### src/rtl/spq_pkg.sv
package spq_pkg;

    // Fixed field widths of the word on each channel
    localparam int KEY_PORT_WIDTH   = 16;
    localparam int COUNT_PORT_WIDTH = 4;
    localparam int STATUS_WIDTH     = 2;

    localparam int DEFAULT_DEPTH     = 8;
    localparam int DEFAULT_KEY_WIDTH = 16;

    typedef enum logic {
        CMD_INSERT = 1'b0,
        CMD_REMOVE = 1'b1
    } command_t;

    typedef enum logic [STATUS_WIDTH-1:0] {
        STATUS_DONE  = 2'd0,
        STATUS_FULL  = 2'd1,
        STATUS_EMPTY = 2'd2
    } status_t;

    // Broadcast to every cell in the row
    typedef struct packed {
        logic en;      // a word is accepted and will change the array
        logic insert;  // 1 insert, 0 remove
    } cell_ctrl_t;

endpackage

### src/rtl/sorted_array_priority_queue.sv
// Sorted-array priority queue built as a row of DEPTH compare-and-shift cells.
// The result word is registered in the cycle after the command word is taken.
// Throughput: one command per cycle while the result slot is free or being emptied; every cell
// compares and shifts in parallel, so the row and the count register update together.
// Reset (aresetn, synchronous, active low) empties the queue and drops m_valid;
// the cell keys are left as they are and only slots below the count are read.
module sorted_array_priority_queue #(
    parameter int DEPTH     = spq_pkg::DEFAULT_DEPTH,
    parameter int KEY_WIDTH = spq_pkg::DEFAULT_KEY_WIDTH
) (
    input  logic                                      aclk,
    input  logic                                      aresetn,
    // command channel
    input  logic                                      s_valid,
    output logic                                      s_ready,
    input  logic                                      s_command,
    input  logic signed [spq_pkg::KEY_PORT_WIDTH-1:0] s_key,
    // result channel
    output logic                                      m_valid,
    input  logic                                      m_ready,
    output logic signed [spq_pkg::KEY_PORT_WIDTH-1:0] m_head_key,
    output logic                                      m_head_valid,
    output logic [spq_pkg::COUNT_PORT_WIDTH-1:0]      m_entry_count,
    output logic [spq_pkg::STATUS_WIDTH-1:0]          m_status
);

    localparam int CW = $clog2(DEPTH + 1);

    // Entry count of the queue
    logic [CW-1:0] count_reg;
    logic [CW-1:0] count_next;

    // Output register: parts the command side from the result side
    logic                                      m_valid_reg;
    logic                                      m_valid_next;
    logic signed [spq_pkg::KEY_PORT_WIDTH-1:0] m_head_key_reg;
    logic                                      m_head_valid_reg;
    logic [spq_pkg::COUNT_PORT_WIDTH-1:0]      m_entry_count_reg;
    spq_pkg::status_t                          m_status_reg;

    logic                        accept;
    logic                        full;
    logic                        empty;
    logic                        is_insert;
    spq_pkg::status_t            status_now;
    spq_pkg::cell_ctrl_t         ctrl;
    logic signed [KEY_WIDTH-1:0] new_key;

    logic                        cell_ge   [DEPTH];
    logic signed [KEY_WIDTH-1:0] cell_key  [DEPTH];
    logic signed [KEY_WIDTH-1:0] cell_next [DEPTH];

    // Ready while the result slot is free or being emptied this cycle
    assign s_ready   = !m_valid_reg || m_ready;
    assign accept    = s_valid && s_ready;
    assign full      = (count_reg == CW'(DEPTH));
    assign empty     = (count_reg == '0);
    assign is_insert = (s_command == spq_pkg::CMD_INSERT);

    // Key taken at KEY_WIDTH bits and sign-extended (or truncated)
    assign new_key = KEY_WIDTH'(s_key);

    // Refused words leave the array and count untouched
    always_comb begin
        status_now = spq_pkg::STATUS_DONE;
        if (is_insert && full) begin
            status_now = spq_pkg::STATUS_FULL;
        end else if (!is_insert && empty) begin
            status_now = spq_pkg::STATUS_EMPTY;
        end
    end

    assign ctrl.en     = accept && (status_now == spq_pkg::STATUS_DONE);
    assign ctrl.insert = is_insert;

    always_comb begin
        count_next = count_reg;
        if (ctrl.en) begin
            count_next = is_insert ? count_reg + 1'b1 : count_reg - 1'b1;
        end
    end

    // The row: each cell sees its left neighbour for an insert shift and
    // its right neighbour for a remove shift. The head cell takes the new
    // key when it is empty or its own key is smaller; the tail cell refills from itself.
    for (genvar i = 0; i < DEPTH; i++) begin : g_cell
        logic                        left_ge;
        logic signed [KEY_WIDTH-1:0] left_key;
        logic signed [KEY_WIDTH-1:0] right_key;

        if (i == 0) begin : g_head
            assign left_ge  = 1'b1;
            assign left_key = new_key;
        end else begin : g_body
            assign left_ge  = cell_ge[i-1];
            assign left_key = cell_key[i-1];
        end

        if (i == DEPTH - 1) begin : g_tail
            assign right_key = cell_key[i];
        end else begin : g_inner
            assign right_key = cell_key[i+1];
        end

        spq_cell #(
            .KEY_WIDTH (KEY_WIDTH)
        ) u_cell (
            .aclk      (aclk),
            .ctrl      (ctrl),
            .occupied  (CW'(i) < count_reg),
            .new_key   (new_key),
            .left_ge   (left_ge),
            .left_key  (left_key),
            .right_key (right_key),
            .ge        (cell_ge[i]),
            .key       (cell_key[i]),
            .key_next  (cell_next[i])
        );
    end

    always_comb begin
        m_valid_next = m_valid_reg;
        if (accept) begin
            m_valid_next = 1'b1;
        end else if (m_ready) begin
            m_valid_next = 1'b0;
        end
    end

    always_ff @(posedge aclk) begin
        if (!aresetn) begin
            count_reg   <= '0;
            m_valid_reg <= 1'b0;
        end else begin
            count_reg   <= count_next;
            m_valid_reg <= m_valid_next;
        end
    end

    // Result word reflects the queue after the step
    always_ff @(posedge aclk) begin
        if (accept) begin
            m_head_valid_reg  <= (count_next != '0);
            m_head_key_reg    <= (count_next != '0)
                                 ? spq_pkg::KEY_PORT_WIDTH'(cell_next[0]) : '0;
            m_entry_count_reg <= spq_pkg::COUNT_PORT_WIDTH'(count_next);
            m_status_reg      <= status_now;
        end
    end

    assign m_valid       = m_valid_reg;
    assign m_head_key    = m_head_key_reg;
    assign m_head_valid  = m_head_valid_reg;
    assign m_entry_count = m_entry_count_reg;
    assign m_status      = m_status_reg;

endmodule

### src/rtl/spq_cell.sv
module spq_cell #(
    parameter int KEY_WIDTH = spq_pkg::DEFAULT_KEY_WIDTH
) (
    input  logic                        aclk,
    input  spq_pkg::cell_ctrl_t         ctrl,
    input  logic                        occupied,
    input  logic signed [KEY_WIDTH-1:0] new_key,
    input  logic                        left_ge,
    input  logic signed [KEY_WIDTH-1:0] left_key,
    input  logic signed [KEY_WIDTH-1:0] right_key,
    output logic                        ge,
    output logic signed [KEY_WIDTH-1:0] key,
    output logic signed [KEY_WIDTH-1:0] key_next
);

    logic signed [KEY_WIDTH-1:0] key_reg;

    // Holds a key that stays ahead of the new one (ties keep arrival order)
    assign ge = occupied && (key_reg >= new_key);

    always_comb begin
        key_next = key_reg;
        if (ctrl.en) begin
            if (ctrl.insert) begin
                if (!ge) begin
                    key_next = left_ge ? new_key : left_key;
                end
            end else begin
                key_next = right_key;
            end
        end
    end

    always_ff @(posedge aclk) begin
        key_reg <= key_next;
    end

    assign key = key_reg;

endmodule

### config.mk
export PLATFORM = sky130hd
export DESIGN_NAME = sorted_array_priority_queue
export DESIGN_NICKNAME = d
export VERILOG_FILES = /design/src/rtl/spq_pkg.sv /design/src/rtl/sorted_array_priority_queue.sv /design/src/rtl/spq_cell.sv
export SDC_FILE = /design/constraint.sdc
export NUM_CORES = 1
export LEC_CHECK = 0
export ABC_AREA = 1
export BUFFER_PORTS_ARGS = -buffer_cell sky130_fd_sc_hd__buf_2
export CORE_UTILIZATION = 60
export DETAILED_ROUTE_END_ITERATION = 12
export PLACE_DENSITY = 0.82
export SLEW_MARGIN = 20
export SYNTH_ARGS = -nofsm -noshare
export SYNTH_HDL_FRONTEND = slang
export SYNTH_SLANG_ARGS = --single-unit
### constraint.sdc
create_clock -name aclk -period 4 [get_ports aclk]
set_input_delay 0.8 -clock aclk [delete_from_list [all_inputs] [get_ports aclk]]
set_output_delay 0.8 -clock aclk [all_outputs]
set_load 0.005 [all_outputs]
==> Yosys cells after proc, flatten, opt, wreduce, memory -nomap -nowiden <==
Index checks and enable logic that the tools add are counted.
{ "totals": {"reg_bits": 156, "word_cells": 94} }
{ "op_classes": {"n_addsub": 2, "n_lt_le_gt_ge": 16, "eq_ne": 7, "mux": 28, "bitwise": 2, "n_reduce_logical": 25} }
{ "ops": {"columns": ["operator", "count"], "rows": [
  ["16-bit two-way mux", 22],
  ["16-bit >= comparator", 8],
  ["3-bit by 4-bit < comparator with 1-bit output, first input constant", 4],
  ["1-bit logical AND", 12],
  ["2-bit inequality test, second input constant", 6],
  ["2-bit AND reduction", 6],
  ["1-bit by 4-bit < comparator with 1-bit output, first input constant", 2],
  ["2-bit by 4-bit < comparator with 1-bit output, first input constant", 2],
  ["4-bit two-way mux", 2],
  ["4-bit by 1-bit adder with 4-bit output, second input constant", 1],
  ["4-bit equality test, second input constant", 1],
  ["4-bit logical NOT", 1],
  ["2-bit two-way mux", 2],
  ["4-bit nonzero test", 1],
  ["4-bit by 1-bit subtractor with 4-bit output, second input constant", 1],
  ["3-bit AND reduction", 1],
  ["2-bit logical NOT", 1],
  ["1-bit two-way mux", 2],
  ["1-bit inverter", 2],
  ["2-bit nonzero test", 1],
  ["1-bit logical NOT", 1],
  ["1-bit logical OR", 1]
]} }

==> Depth between registers and ports, before layout <==
Gate-level depths: netlist of run 1.
{ "logic_depth": {"ltp_word": 8, "mapped_depth": 17, "depth_no_buf": 16} }

==> Cells and area by module <==
From an unflattened synthesis of run 1, not the netlist that was laid out.
{ "unflattened": {"cells_unflattened": 2188, "hier_area_um2": 14702.9} }
{ "by_module_without_submodules": {"columns": ["mod", "instances", "cells_per_inst", "area_each_um2", "seq_area_each_um2"], "rows": [
  ["spq_cell", 8, 256, 1670.4, 320.3],
  ["sorted_array_priority_queue", 1, 140, 1340.0, 790.8]
]} }

==> Least setup slack after synthesis of run 1 <==
OpenSTA, ideal clock, no wires.
{ "synth_timing": {"kind": "input port to flip-flop", "startpoint": "in s_key[15] (netlist name)", "endpoint": "reg g_cell[7].u_cell.key_reg[0], enable pin", "setup_ns": 0.414, "arrival_time_ns": 3.322, "t_required_ns": 3.586, "path_slack_ns": 0.264, "path_stages": 11, "path_buffers": 0, "cell_sequence": "clkinv_1 ha_1 nand2_1 inv_1 nand3_1 nor3_1 nand2_1 nand2_1 or2_2 nand3_1 a21boi_0"} }
{ "synth_via": {"elab_chain_cells": 4} }
{ "synth_rtl": {"columns": ["element", "line", "text"], "rows": [
  ["from (decl)", "sorted_array_priority_queue.sv:17", "input logic signed [spq_pkg::KEY_PORT_WIDTH-1:0] s_key,"],
  ["16-bit >= comparator", "spq_cell.sv:19", "assign ge = occupied && (key_reg >= new_key);"],
  ["1-bit logical AND", "spq_cell.sv:19", null],
  ["1-bit inverter (no source line)", null, null],
  ["3-bit AND reduction (no source line)", null, null],
  ["to (signal assigned)", "spq_cell.sv:35", "key_reg <= key_next;"],
  ["to (decl)", "spq_cell.sv:16", "logic signed [KEY_WIDTH-1:0] key_reg;"]
]} }
Every way passes these cells.
A chain may end at the register's enable or synchronous reset.

==> Worst setup path in the final report of run 1 <==
{ "layout_timing": {"startpoint": "in s_key[13] (netlist name)", "endpoint": "reg g_cell[3].u_cell.key_reg[0], enable pin"} }
{ "layout_via": {"elab_chain_cells": 4} }
{ "layout_rtl": {"columns": ["element", "line"], "rows": [
  ["16-bit >= comparator", "spq_cell.sv:19"],
  ["1-bit logical AND", "spq_cell.sv:19"],
  ["2-bit inequality test (no source line)", null],
  ["2-bit AND reduction (no source line)", null],
  ["to (signal assigned)", "spq_cell.sv:35"],
  ["to (decl)", "spq_cell.sv:16"]
]} }
Every way passes these cells.

==> results of run 1 <==
-- Yosys cell counts, drive strengths merged --
cell type / count
nand2: 367
o21ai: 139
o211ai: 2
inv: 156
o31ai: 2
o21a: 2
ha: 132
o21bai: 1
xor2: 4
a21o: 2
clkbuf: 36
nor2: 39
nand4: 17
a21boi: 1
nor3: 9
a21oi: 89
nand3b: 4
nand3: 187
o22ai: 1
or2: 1
buf: 17
clkinv: 16
edfxtp: 135
dfxtp: 21
a211oi: 1
-- layer usage --
layer,GRT usage [%],wire [um],vias to the layer above
met1,39.5,11700,4574
met2,53.9,14100,479
met5,0,0,-
met4,15.5,982,0
met3,6.36,2430,85
li1,-,-,4812
-- per-stage QoR --
step | hold WS (ns) | cell area (um^2)
after floorplan | 0.493 | 11000
after global placement | 0.493 | 11600
after detailed placement | 0.499 | 11600
after CTS | 0.508 | 12200
after global routing | 0.563 | 12200
final | 0.505 | 12200
-- tightest hold or removal path, stage by stage, from the launching register on --
cell     delay, ns
dfxtp_1       0.31
nand2_1       0.09
a21oi_1       0.06
-- cell type report --
| cell class | instances | area (um^2) |
|---|---|---|
| Fill cell | 1419 | 5790 |
| Inverter | 172 | 652 |
| Clock inverter | 14 | 168 |
| Tap cell | 229 | 287 |
| Timing Repair Buffer | 83 | 510 |
| Sequential cell | 156 | 4470 |
| Clock buffer | 18 | 429 |
| Multi-Input combinational cell | 1000 | 5650 |
| Antenna cell | 1 | 2.50 |
-- power by group through the flow --
stage | clock [W] | combinational [W] | sequential (W)
floorplan | 0 | 0.00160 | 0.00241
global placement | 0 | 0.00217 | 0.00246
detailed placement | 0 | 0.00225 | 0.00247
CTS | 0.00169 | 0.00228 | 0.00245
global route | 0.00175 | 0.00261 | 0.00249
finish | 0.00169 | 0.00232 | 0.00246
-- path summary, 6_finish.rpt --
| path | startpoint | end | slack, ns |
|---|---|---|---|
| max | s_key[13] | g_cell[3].u_cell.key[0]$_DFFE_PP_ | 0.66 |
| min | m_valid$_SDFFE_PN0P_ | m_valid$_SDFFE_PN0P_ | 0.50 |
| max reg2reg | count_reg[0]$_SDFF_PN0_ | m_head_key[10]$_SDFFCE_PN0P_ | 1.21 |
| min reg2reg | m_valid$_SDFFE_PN0P_ | m_valid$_SDFFE_PN0P_ | 0.50 |
-- cells by family after synthesis --
family	Yosys count
simple gates	624
compound gates	240
buf+inv	225
flops	156
fa+ha+maj	132
xor+xnor	4
==> results by group, run 1 <==
Final layout
  – Most frequent cells in the layout: 364 x nand2_1, 185 x nand3_1, 154 x inv_1, 135 x edfxtp_1, 134 x o21ai_0
  – Final cell utilization of the core: 67.8%
  – Final Non-Filler Cells: 1673
  – Leading cell type in the layout, fill and taps excluded: nand2_1
  – Area growth syn-to-layout: 10.7%
  – Final net count: 1583
  – Max reg flops: 128
  – Share of layout cells above drive strength 1: 9.29%

Floorplan
  – Die width: 137 um
  – Die area: 18900 um^2
  – Die Height: 137 um
  – Initial Utilization: 61.2%
  – Core footprint: 18000 um^2
  – Io pins: 46
  – Cell Rows: 49

Yosys
  – Synth warnings: 0
  – Sequential area share after synthesis: 40.7%
  – Net Count, Synth: 1534
  – Main combinational cell family by area after synthesis: simple AND/OR/NAND/NOR gates
  – Ranking of synthesized cells by area: edfxtp_1 37%, ha_1 15%, nand2_1 12%, nand3_1 8.4%, o21ai_0 6.1%
  – Biggest area consumer among synthesized cells: edfxtp_1
  – Mux cell area share after synthesis: 0%
  – Post-synthesis xor/xnor area fraction: 0.318%
  – Synthesized area per cell: 7.97 um^2
  – Top cell type's share of synthesized area: 36.9%
  – Post-Synth Simple-Gate Area: 24.5%
  – Syn Std Cell Area: 11000 um^2
  – Post-Synthesis Cells: 1381
  – Synthesized-area fraction occupied by adder cells: 15.0%
  – Compound-cell area share of the yosys netlist: 11.5%
  – Netlist cell types: 39
  – Synthesis-stage register bit count: 156

STA
  – PnR worst setup slack: 0.657 ns
  – Fmax: 299 MHz
  – Min Tclk post-route: 3.34 ns
  – Endpoints failing setup: 0
  – Tcrit/Tclk final: 83.6%
  – RSZ-0062 raised after global routing: no
  – Final Skew: 0.0136 ns
  – Fin. Hold Viols: 0
  – Setup TNS: 0 ns
  – Rel. slew slack: 32.0%
  – Fin. max-slew vios: 0
  – Worst Max-Slew Pin Slew: 1.02 ns

Clocking
  – CTS resizes: 0
  – Hold-fix buffers at CTS: 0
  – CTS max path bufs: 2
  – CTS buffer count: 17
  – Postcts setup bufs: 0
  – H-tree levels: 4
  – Root buffer cell: clkbuf_16
  – CTS Sinks: 156
  – Clk pin slew, worst setup/hold paths: 0.06 ns
  – CTS tree: yes
  – Worst-Skew Late Latency: 0.45 ns

Setup path
  – CP peak stage delay: 0.52 ns
  – CP max FO: 16
  – CP Capture Type: register
  – Crit path buf inv count: 3
  – Critical path class: in2reg
  – Reg2reg path depth: 12
  – CP max-delay cell: ha_1
  – Crit-path cells: buf_2 -> clkinv_1 -> ha_1 -> nand4_1 -> nor3_1 -> nand3b_1 -> nand4_1 -> nand3_2 -> nand2_1 -> o21ai_0 -> inv_1
  – Worst Path Required: 4.07 ns
  – CP Depth: 11
  – Most frequent CP cell: nand4_1
  – Arrival time worst endpoint: 3.42 ns
  – CP Launch Type: input pin
  – CP top delay family: buffers and inverters

Min path
  – Hold path cells: 2
  – Worst hold path class: reg2reg

Global routing
  – GRT Residual Overflow: 0
  – First-pass GRT wire length: 46500 um
  – Largest net degree at the start of global routing: 78
  – Number of global-route vias before repair: 9547
  – GR Util All Layers: 32.1%
  – Initial antenna violation count: 1

Job
  – Maxcap violations: 0

Drt
  – Vias/cell: 5.95
  – Drt drc: 0
  – Post-DR wirelength/cell: 17.5 um
  – Via count: 9950
  – Drt first pass iters: 6
  – DRT Wirelength: 29300 um
  – Iter 0 DRT Violations: 1251
  – Post-DRT Antenna Nets: 0

Power
  – Combinational share of power: 35.9%
  – Psw: 0.00246 W
  – Peak supply drop: 0.410 mV
  – P_leak: 5.78 nW
  – Clk network pwr share: 26.1%
  – Total chip power: 0.00646 W
  – Seq pwr share: 38.0%
  – Internal power: 0.00400 W
  – Power Density: 531 nW/um^2
  – Switching part of the total: 38.1%

Place
  – Pre-CTS WS: 0.253 ns
  – GP Congestion: 0.887
  – Inst Count DP: 1640
  – Number of port buffers: 45
  – Post-DP HPWL: 21400 um

Status
  – Status: completed
No activity file was read; power rests on OpenSTA's default activity.
==> inputs of run 2 (changes only) <==
--- a/config.mk
+++ b/config.mk
@@ -5,7 +5,7 @@
 export SDC_FILE = /design/constraint.sdc
 export NUM_CORES = 1
 export LEC_CHECK = 0
-export ABC_AREA = 1
+export ABC_AREA = 0
 export BUFFER_PORTS_ARGS = -buffer_cell sky130_fd_sc_hd__buf_2
 export CORE_UTILIZATION = 60
 export DETAILED_ROUTE_END_ITERATION = 12
==> constraint.sdc (replaced) <==
create_clock -name aclk -period 3.5 [get_ports aclk]
set_input_delay 0.7 -clock aclk [delete_from_list [all_inputs] [get_ports aclk]]
set_output_delay 0.7 -clock aclk [all_outputs]
set_load 0.005 [all_outputs]
==> results by group, run 2 <==
Yosys
  – Sequential area share after synthesis: 41.7% (+1.0 points)
  – Netlist cell types: 64 (+64%)
  – Net Count, Synth: 1186 (-23%)
  – Post-synth top flop: edfxtp_1
  – Post-Synthesis Cells: 1033 (-25%)
  – Number of synthesized flops with an enable pin: 135 (unchanged)
  – Biggest area consumer among synthesized cells: edfxtp_1
  – Top cell type's share of synthesized area: 37.8% (+0.91 points)
  – Async S/R FF share, synth: 0% (unchanged)
  – Synthesized area per cell: 10.4 um^2 (+30%)
  – Syn Std Cell Area: 10700 um^2 (-2.4%)
  – Post-synth top cells: 135 x edfxtp_1, 132 x ha_1, 88 x a21oi_1
  – Ranking of synthesized cells by area: edfxtp_1 38%, ha_1 15%, mux2i_1 6.8%, a21oi_1 4.1%, dfxtp_1 3.9%
  – Synth warnings: 0 (unchanged)
  – Count leader, synth: edfxtp_1
  – Synthesis-stage register bit count: 156 (unchanged)

Global routing
  – GRT Residual Overflow: 0 (unchanged)
  – First-pass GRT wire length: 46300 um (-0.34%)
  – Number of global-route vias before repair: 8672 (-9.2%)
  – GR Util All Layers: 33.4% (+1.2 points)
  – Largest net degree at the start of global routing: 67 (-14%)
  – Initial antenna violation count: 0 (-1)

Final layout
  – Design area: 12200 um^2 (+0.58%)
  – Share of layout cells above drive strength 1: 17.7% (+8.4 points)
  – Register area: 4470 um^2 (unchanged)
  – Max reg flops: 128 (unchanged)
  – Most frequent cells in the layout: 135 x edfxtp_1, 132 x ha_1, 86 x a21oi_1, 73 x mux2i_1, 69 x nand2_1
  – Number of diodes: 0 (-1)
  – Area growth syn-to-layout: 14.0%
  – Leading cell type in the layout, fill and taps excluded: edfxtp_1
  – Final net count: 1256 (-21%)
  – Area of the multi-input gates: 5890 um^2 (+4.3%)
  – # fillers: 1269 (-11%)

STA
  – Worst Max-Slew Pin Slew: 0.898 ns (-0.121 ns)
  – Rel. slew slack: 40.2% (+8.1 points)
  – RSZ-0062 raised after global routing: no
  – Min Tclk post-route: 3.30 ns
  – Endpoints failing setup: 0 (unchanged)
  – Fmax: 303 MHz
  – WHS: 0.539 ns (+0.0342 ns)
  – Fin. Hold Viols: 0 (unchanged)
  – Final Skew: 0.0101 ns (-0.00354 ns)
  – Fin. max-slew vios: 0 (unchanged)
  – Tcrit/Tclk final: 94.4%

Drt
  – Drt first pass iters: 5 (-1)
  – Via count: 8866 (-11%)
  – Post-DR wirelength/cell: 21.6 um (+23%)
  – Drt drc: 0 (unchanged)
  – Post-DRT Antenna Nets: 0 (unchanged)
  – DRT Wirelength: 29000 um (-1.0%)
  – Iter 0 DRT Violations: 978 (-22%)
  – Vias/cell: 6.61 (+11%)

Clocking
  – H-tree levels: 4 (unchanged)
  – Root buffer cell: clkbuf_16
  – CTS buffer count: 17 (unchanged)
  – Worst-Skew Late Latency: 0.44 ns (about the same)
  – CTS tree: yes
  – Postcts setup bufs: 0 (unchanged)
  – Clk pin slew, worst setup/hold paths: 0.07 ns (about the same)
  – CTS max path bufs: 2 (unchanged)
  – Hold-fix buffers at CTS: 0 (unchanged)
  – CTS resizes: 0 (unchanged)
  – CTS Sinks: 156 (unchanged)

Floorplan
  – Cell Rows: 48 (-2.0%)
  – Initial Utilization: 61.9% (+0.61 points)
  – Die width: 136 um (-1.2%)
  – Core footprint: 17400 um^2 (-3.4%)
  – Die area: 18400 um^2 (-2.4%)
  – Die Height: 136 um (-1.2%)
  – Io pins: 46 (unchanged)

Setup path
  – CP Launch Type: input pin
  – CP top delay family: compound AO/OA/AOI/OAI gates
  – Arrival time worst endpoint: 3.48 ns (+0.06 ns)
  – Critical path class: in2reg
  – Reg2reg path depth: 8 (-4)
  – CP peak stage delay: 0.71 ns (+0.19 ns)
  – Crit-path cells: buf_2 -> inv_1 -> ha_1 -> nand4_1 -> a2111oi_1 -> or2_4 -> o22ai_1 -> a2111oi_0 -> buf_4 -> o31ai_1
  – CP max-delay cell: a2111oi_0
  – CP max FO: 7 (-9)
  – CP Capture Type: register
  – Crit path buf inv count: 3 (unchanged)
  – Reg2reg end: m_head_key[14]$_SDFFCE_PN0P_
  – Crit Reg-Reg Startpoint: g_cell[0].u_cell.key[15]$_DFF_P_
  – Worst reg2reg setup slack: 0.42 ns (-0.79 ns)
  – Worst Path Required: 3.68 ns (-0.39 ns)

Min path
  – Worst Hold Launch: aresetn
  – Worst hold path class: in2reg
  – Worst hold endpoint: count_reg[0]$_SDFF_PN0_
  – Hold path cells: 2 (unchanged)

Power
  – Power Density: 647 nW/um^2 (+22%)
  – Internal power: 0.00512 W (+28%)
  – Combinational share of power: 36.8% (+0.9 points)
  – Seq pwr share: 38.0% (about the same)
  – Clk network pwr share: 25.2% (-0.9 points)
  – Switching part of the total: 35.3% (-2.8 points)
  – Psw: 0.00280 W (+14%)
  – P_leak: 5.34 nW (-7.6%)
  – Peak supply drop: 0.421 mV (+2.6%)

Place
  – Number of port buffers: 45 (unchanged)
  – Post-DP HPWL: 22000 um (+3.1%)
  – Placed cell area: 11600 um^2 (+0.27%)
  – GP Congestion: 0.929 (+4.8%)

Job
  – Maxcap violations: 0 (unchanged)

Status
  – Status: completed
## run 2: stage by stage
stage / util, % / setup WS (ns) / power, W / std cells / setup TNS (ns)
floorplan: - / -0.152 / 0.00497 / 1033 / -6.17
global placement: 66.9 / 0.114 / 0.00573 / 1309 / 0
finish: 70.5 / 0.198 / 0.00792 / 1341 / 0
global route: 70.5 / 0.189 / 0.00835 / 1341 / 0
CTS: 70.5 / 0.359 / 0.00788 / 1341 / 0
detailed placement: 66.9 / -0.0730 / 0.00587 / 1309 / -0.0730
## run 2: power groups by stage
stage                     registers, W  clock network [W]  logic, W
after detailed placement       0.00303                  0   0.00284
after floorplan                0.00289                  0   0.00208
after CTS                      0.00300            0.00199   0.00288
after global placement         0.00301                  0   0.00272
after global routing           0.00306            0.00207   0.00321
final                          0.00301            0.00199   0.00292
## run 2: per-layer routing
layer  track usage [%]  part of all wire (%)  up-vias
met5                 0                     0        -
met4              13.4                   3.2        0
met3              5.42                   8.8       76
met2              54.7                    47      455
met1              43.9                    41     4210
li1                  -                     -     4125
## run 2: how the worst max path moves through the flow
| stage | start | endpoint | slack (ns) | cells past startpoint |
|---|---|---|---|---|
| floorplan | s_key[15] | g_cell[4].u_cell.key[0]$_DFFE_PP_ | -0.15 | 12 |
| global placement | s_key[6] | m_head_key[14]$_SDFFCE_PN0P_ | 0.11 | 11 |
| detailed placement | s_key[15] | m_head_key[14]$_SDFFCE_PN0P_ | -0.07 | 10 |
| CTS | s_key[15] | m_head_key[14]$_SDFFCE_PN0P_ | 0.36 | 10 |
| global route | s_key[9] | g_cell[3].u_cell.key[2]$_DFFE_PP_ | 0.19 | 10 |
| finish | s_key[15] | m_head_key[14]$_SDFFCE_PN0P_ | 0.20 | 10 |
## run 2: layout make-up
cell class	count	share of cell area (%)
Sequential cell	156	36.5
Clock buffer	23	4.43
Tap cell	225	2.30
Timing Repair Buffer	113	6.62
Multi-Input combinational cell	775	48.1
Clock inverter	9	0.766
Inverter	40	1.23
## run 2: logic make-up after synthesis
group           Yosys count  synth area share [%]
compound gates          297                  18.2
xor+xnor                  5                 0.408
fa+ha+maj               132                  15.4
buf+inv                 102                  3.94
flops                   156                  41.7
mux                      87                  8.28
simple gates            254                  12.1
==> inputs of run 3 (changes only) <==
--- a/config.mk
+++ b/config.mk
@@ -6,7 +6,7 @@
 export NUM_CORES = 1
 export LEC_CHECK = 0
 export ABC_AREA = 0
-export BUFFER_PORTS_ARGS = -buffer_cell sky130_fd_sc_hd__buf_2
+export BUFFER_PORTS_ARGS = -buffer_cell sky130_fd_sc_hd__buf_4
 export CORE_UTILIZATION = 60
 export DETAILED_ROUTE_END_ITERATION = 12
 export PLACE_DENSITY = 0.82
==> results by group, run 3 (synthesized netlist as in run 2, its figures left out) <==
Status
  – Status: completed

Drt
  – Post-DRT Antenna Nets: 0 (unchanged)
  – Via count: 8795 (-0.80%)
  – Vias/cell: 6.57 (-0.65%)
  – Post-DR wirelength/cell: 20.9 um (-3.0%)
  – Drt first pass iters: 6 (+1)
  – DRT Wirelength: 28000 um (-3.2%)
  – Iter 0 DRT Violations: 794 (-19%)
  – Drt drc: 0 (unchanged)

Floorplan
  – Core footprint: 17400 um^2 (unchanged)
  – Die width: 136 um (unchanged)
  – Die Height: 136 um (unchanged)
  – Io pins: 46 (unchanged)
  – Die area: 18400 um^2 (unchanged)
  – Cell Rows: 48 (unchanged)
  – Initial Utilization: 61.9% (unchanged)

Place
  – Post-DP HPWL: 21400 um (-2.9%)
  – Pre-CTS WS: -0.152 ns (-0.0794 ns)
  – GP Congestion: 0.935 (+0.62%)
  – Inst Count DP: 1307 (-0.15%)
  – Number of port buffers: 45 (unchanged)

Setup path
  – CP peak stage delay: 0.65 ns (-0.06 ns)
  – CP Launch Type: input pin
  – Critical path class: in2reg
  – Crit-path cells: buf_4 -> inv_1 -> ha_1 -> nand4_1 -> nor2_1 -> a211oi_2 -> o31ai_1 -> nor4_1 -> a2111oi_0 -> buf_4 -> o31ai_1
  – CP max-delay cell: a2111oi_0
  – CP max FO: 10 (+3)
  – CP Capture Type: register
  – Worst Path Required: 3.68 ns (about the same)
  – Arrival time worst endpoint: 3.47 ns (about the same)

Clocking
  – H-tree levels: 4 (unchanged)
  – CTS buffer count: 17 (unchanged)
  – Worst-Skew Late Latency: 0.44 ns (about the same)
  – Hold-fix buffers at CTS: 0 (unchanged)
  – Root buffer cell: clkbuf_16
  – Postcts setup bufs: 0 (unchanged)
  – CTS Sinks: 156 (unchanged)
  – Clk pin slew, worst setup/hold paths: 0.07 ns (about the same)
  – CTS tree: yes
  – CTS max path bufs: 2 (unchanged)
  – CTS resizes: 0 (unchanged)

STA
  – PnR worst setup slack: 0.217 ns (+0.0195 ns)
  – Worst Max-Slew Pin Slew: 0.939 ns (+0.0419 ns)
  – Tcrit/Tclk final: 93.8% (-0.56 points)
  – Endpoints failing setup: 0 (unchanged)
  – RSZ-0062 raised after global routing: no
  – Min Tclk post-route: 3.28 ns (-0.0195 ns)
  – Fmax: 305 MHz (+0.59%)
  – Fin. max-slew vios: 0 (unchanged)
  – Final Skew: 0.0105 ns (+0.000426 ns)
  – Rel. slew slack: 37.4% (-2.8 points)
  – Fin. Hold Viols: 0 (unchanged)
  – Setup TNS: 0 ns (unchanged)

Final layout
  – Most frequent cells in the layout: 135 x edfxtp_1, 132 x ha_1, 104 x buf_4, 86 x a21oi_1, 73 x mux2i_1
  – Max reg flops: 128 (unchanged)
  – Number of diodes: 0 (unchanged)
  – Share of layout cells above drive strength 1: 17.2% (-0.42 points)
  – Area growth syn-to-layout: 14.5%
  – Final Non-Filler Cells: 1339 (-0.15%)
  – Leading cell type in the layout, fill and taps excluded: edfxtp_1
  – Final net count: 1254 (-0.16%)

Global routing
  – GRT Residual Overflow: 0 (unchanged)
  – GR Util All Layers: 32.3% (-1.1 points)
  – Initial antenna violation count: 0 (unchanged)
  – First-pass GRT wire length: 45200 um (-2.5%)
  – Number of global-route vias before repair: 8646 (-0.30%)
  – Largest net degree at the start of global routing: 68 (+1.5%)

Power
  – Power Density: 635 nW/um^2 (-1.9%)
  – P_leak: 5.35 nW (+0.26%)
  – Peak supply drop: 0.497 mV (+18%)

Min path
  – Worst hold path class: in2reg

Job
  – Maxcap violations: 0 (unchanged)
[run 3: final timing paths]
| kind | slack, ns | end | depth (start not counted) | startpoint |
|---|---|---|---|---|
| hold / removal | 0.50 | count_reg[3]$_SDFF_PN0_ | 2 | aresetn |
| setup / recovery | 0.22 | m_head_key[14]$_SDFFCE_PN0P_ | 11 | s_key[3] |
| setup reg to reg | 0.38 | g_cell[7].u_cell.key[8]$_DFFE_PP_ | 10 | g_cell[6].u_cell.key[9]$_DFFE_PP_ |
| hold reg to reg | 0.63 | g_cell[4].u_cell.key[9]$_DFFE_PP_ | 2 | g_cell[5].u_cell.key[9]$_DFFE_PP_ |
[run 3: cell type report]
cell class / count / area [um^2]
Clock inverter: 9 / 81.3
Clock buffer: 23 / 499
Sequential cell: 156 / 4470
Multi-Input combinational cell: 775 / 5890
Fill cell: 1209 / 5060
Tap cell: 225 / 282
Inverter: 40 / 150
Timing Repair Buffer: 111 / 921
[run 3: critical path: cells and delay by family]
family | cells | cell delay, ns
adders and majority gates | 1 | 0.36
and+or+nand+nor | 3 | 0.46
buffers and inverters | 3 | 0.55
AOI/OAI and AO/OA | 4 | 1.38
[run 3: where the power goes]
group	leakage [nW]	switching [W]	total (W)	internal (W)
combinational	3.60	0.00156	0.00292	0.00136
clock	0.293	0.000795	0.00187	0.00108
sequential	1.46	0.000378	0.00301	0.00264
total	5.35	0.00274	0.00781	0.00507
[run 3: per-stage QoR]
step                      power [W]  utilization, %  area [um^2]  hold WS [ns]
after global routing        0.00825            70.8        12300         0.506
final                       0.00781            70.8        12300         0.499
after floorplan             0.00497               -        10800         0.507
after detailed placement    0.00590            67.5        11700         0.609
after global placement      0.00576            67.5        11700         0.598
after CTS                   0.00777            70.8        12300         0.497
[run 3: layer usage]
layer / GRT usage (%) / up-vias / share of wire [%]
met5: 0 / - / 0
met4: 14.2 / 0 / 3.2
met3: 4.68 / 65 / 8.3
met2: 52.6 / 451 / 47
met1: 42.7 / 4150 / 42
li1: - / 4129 / -
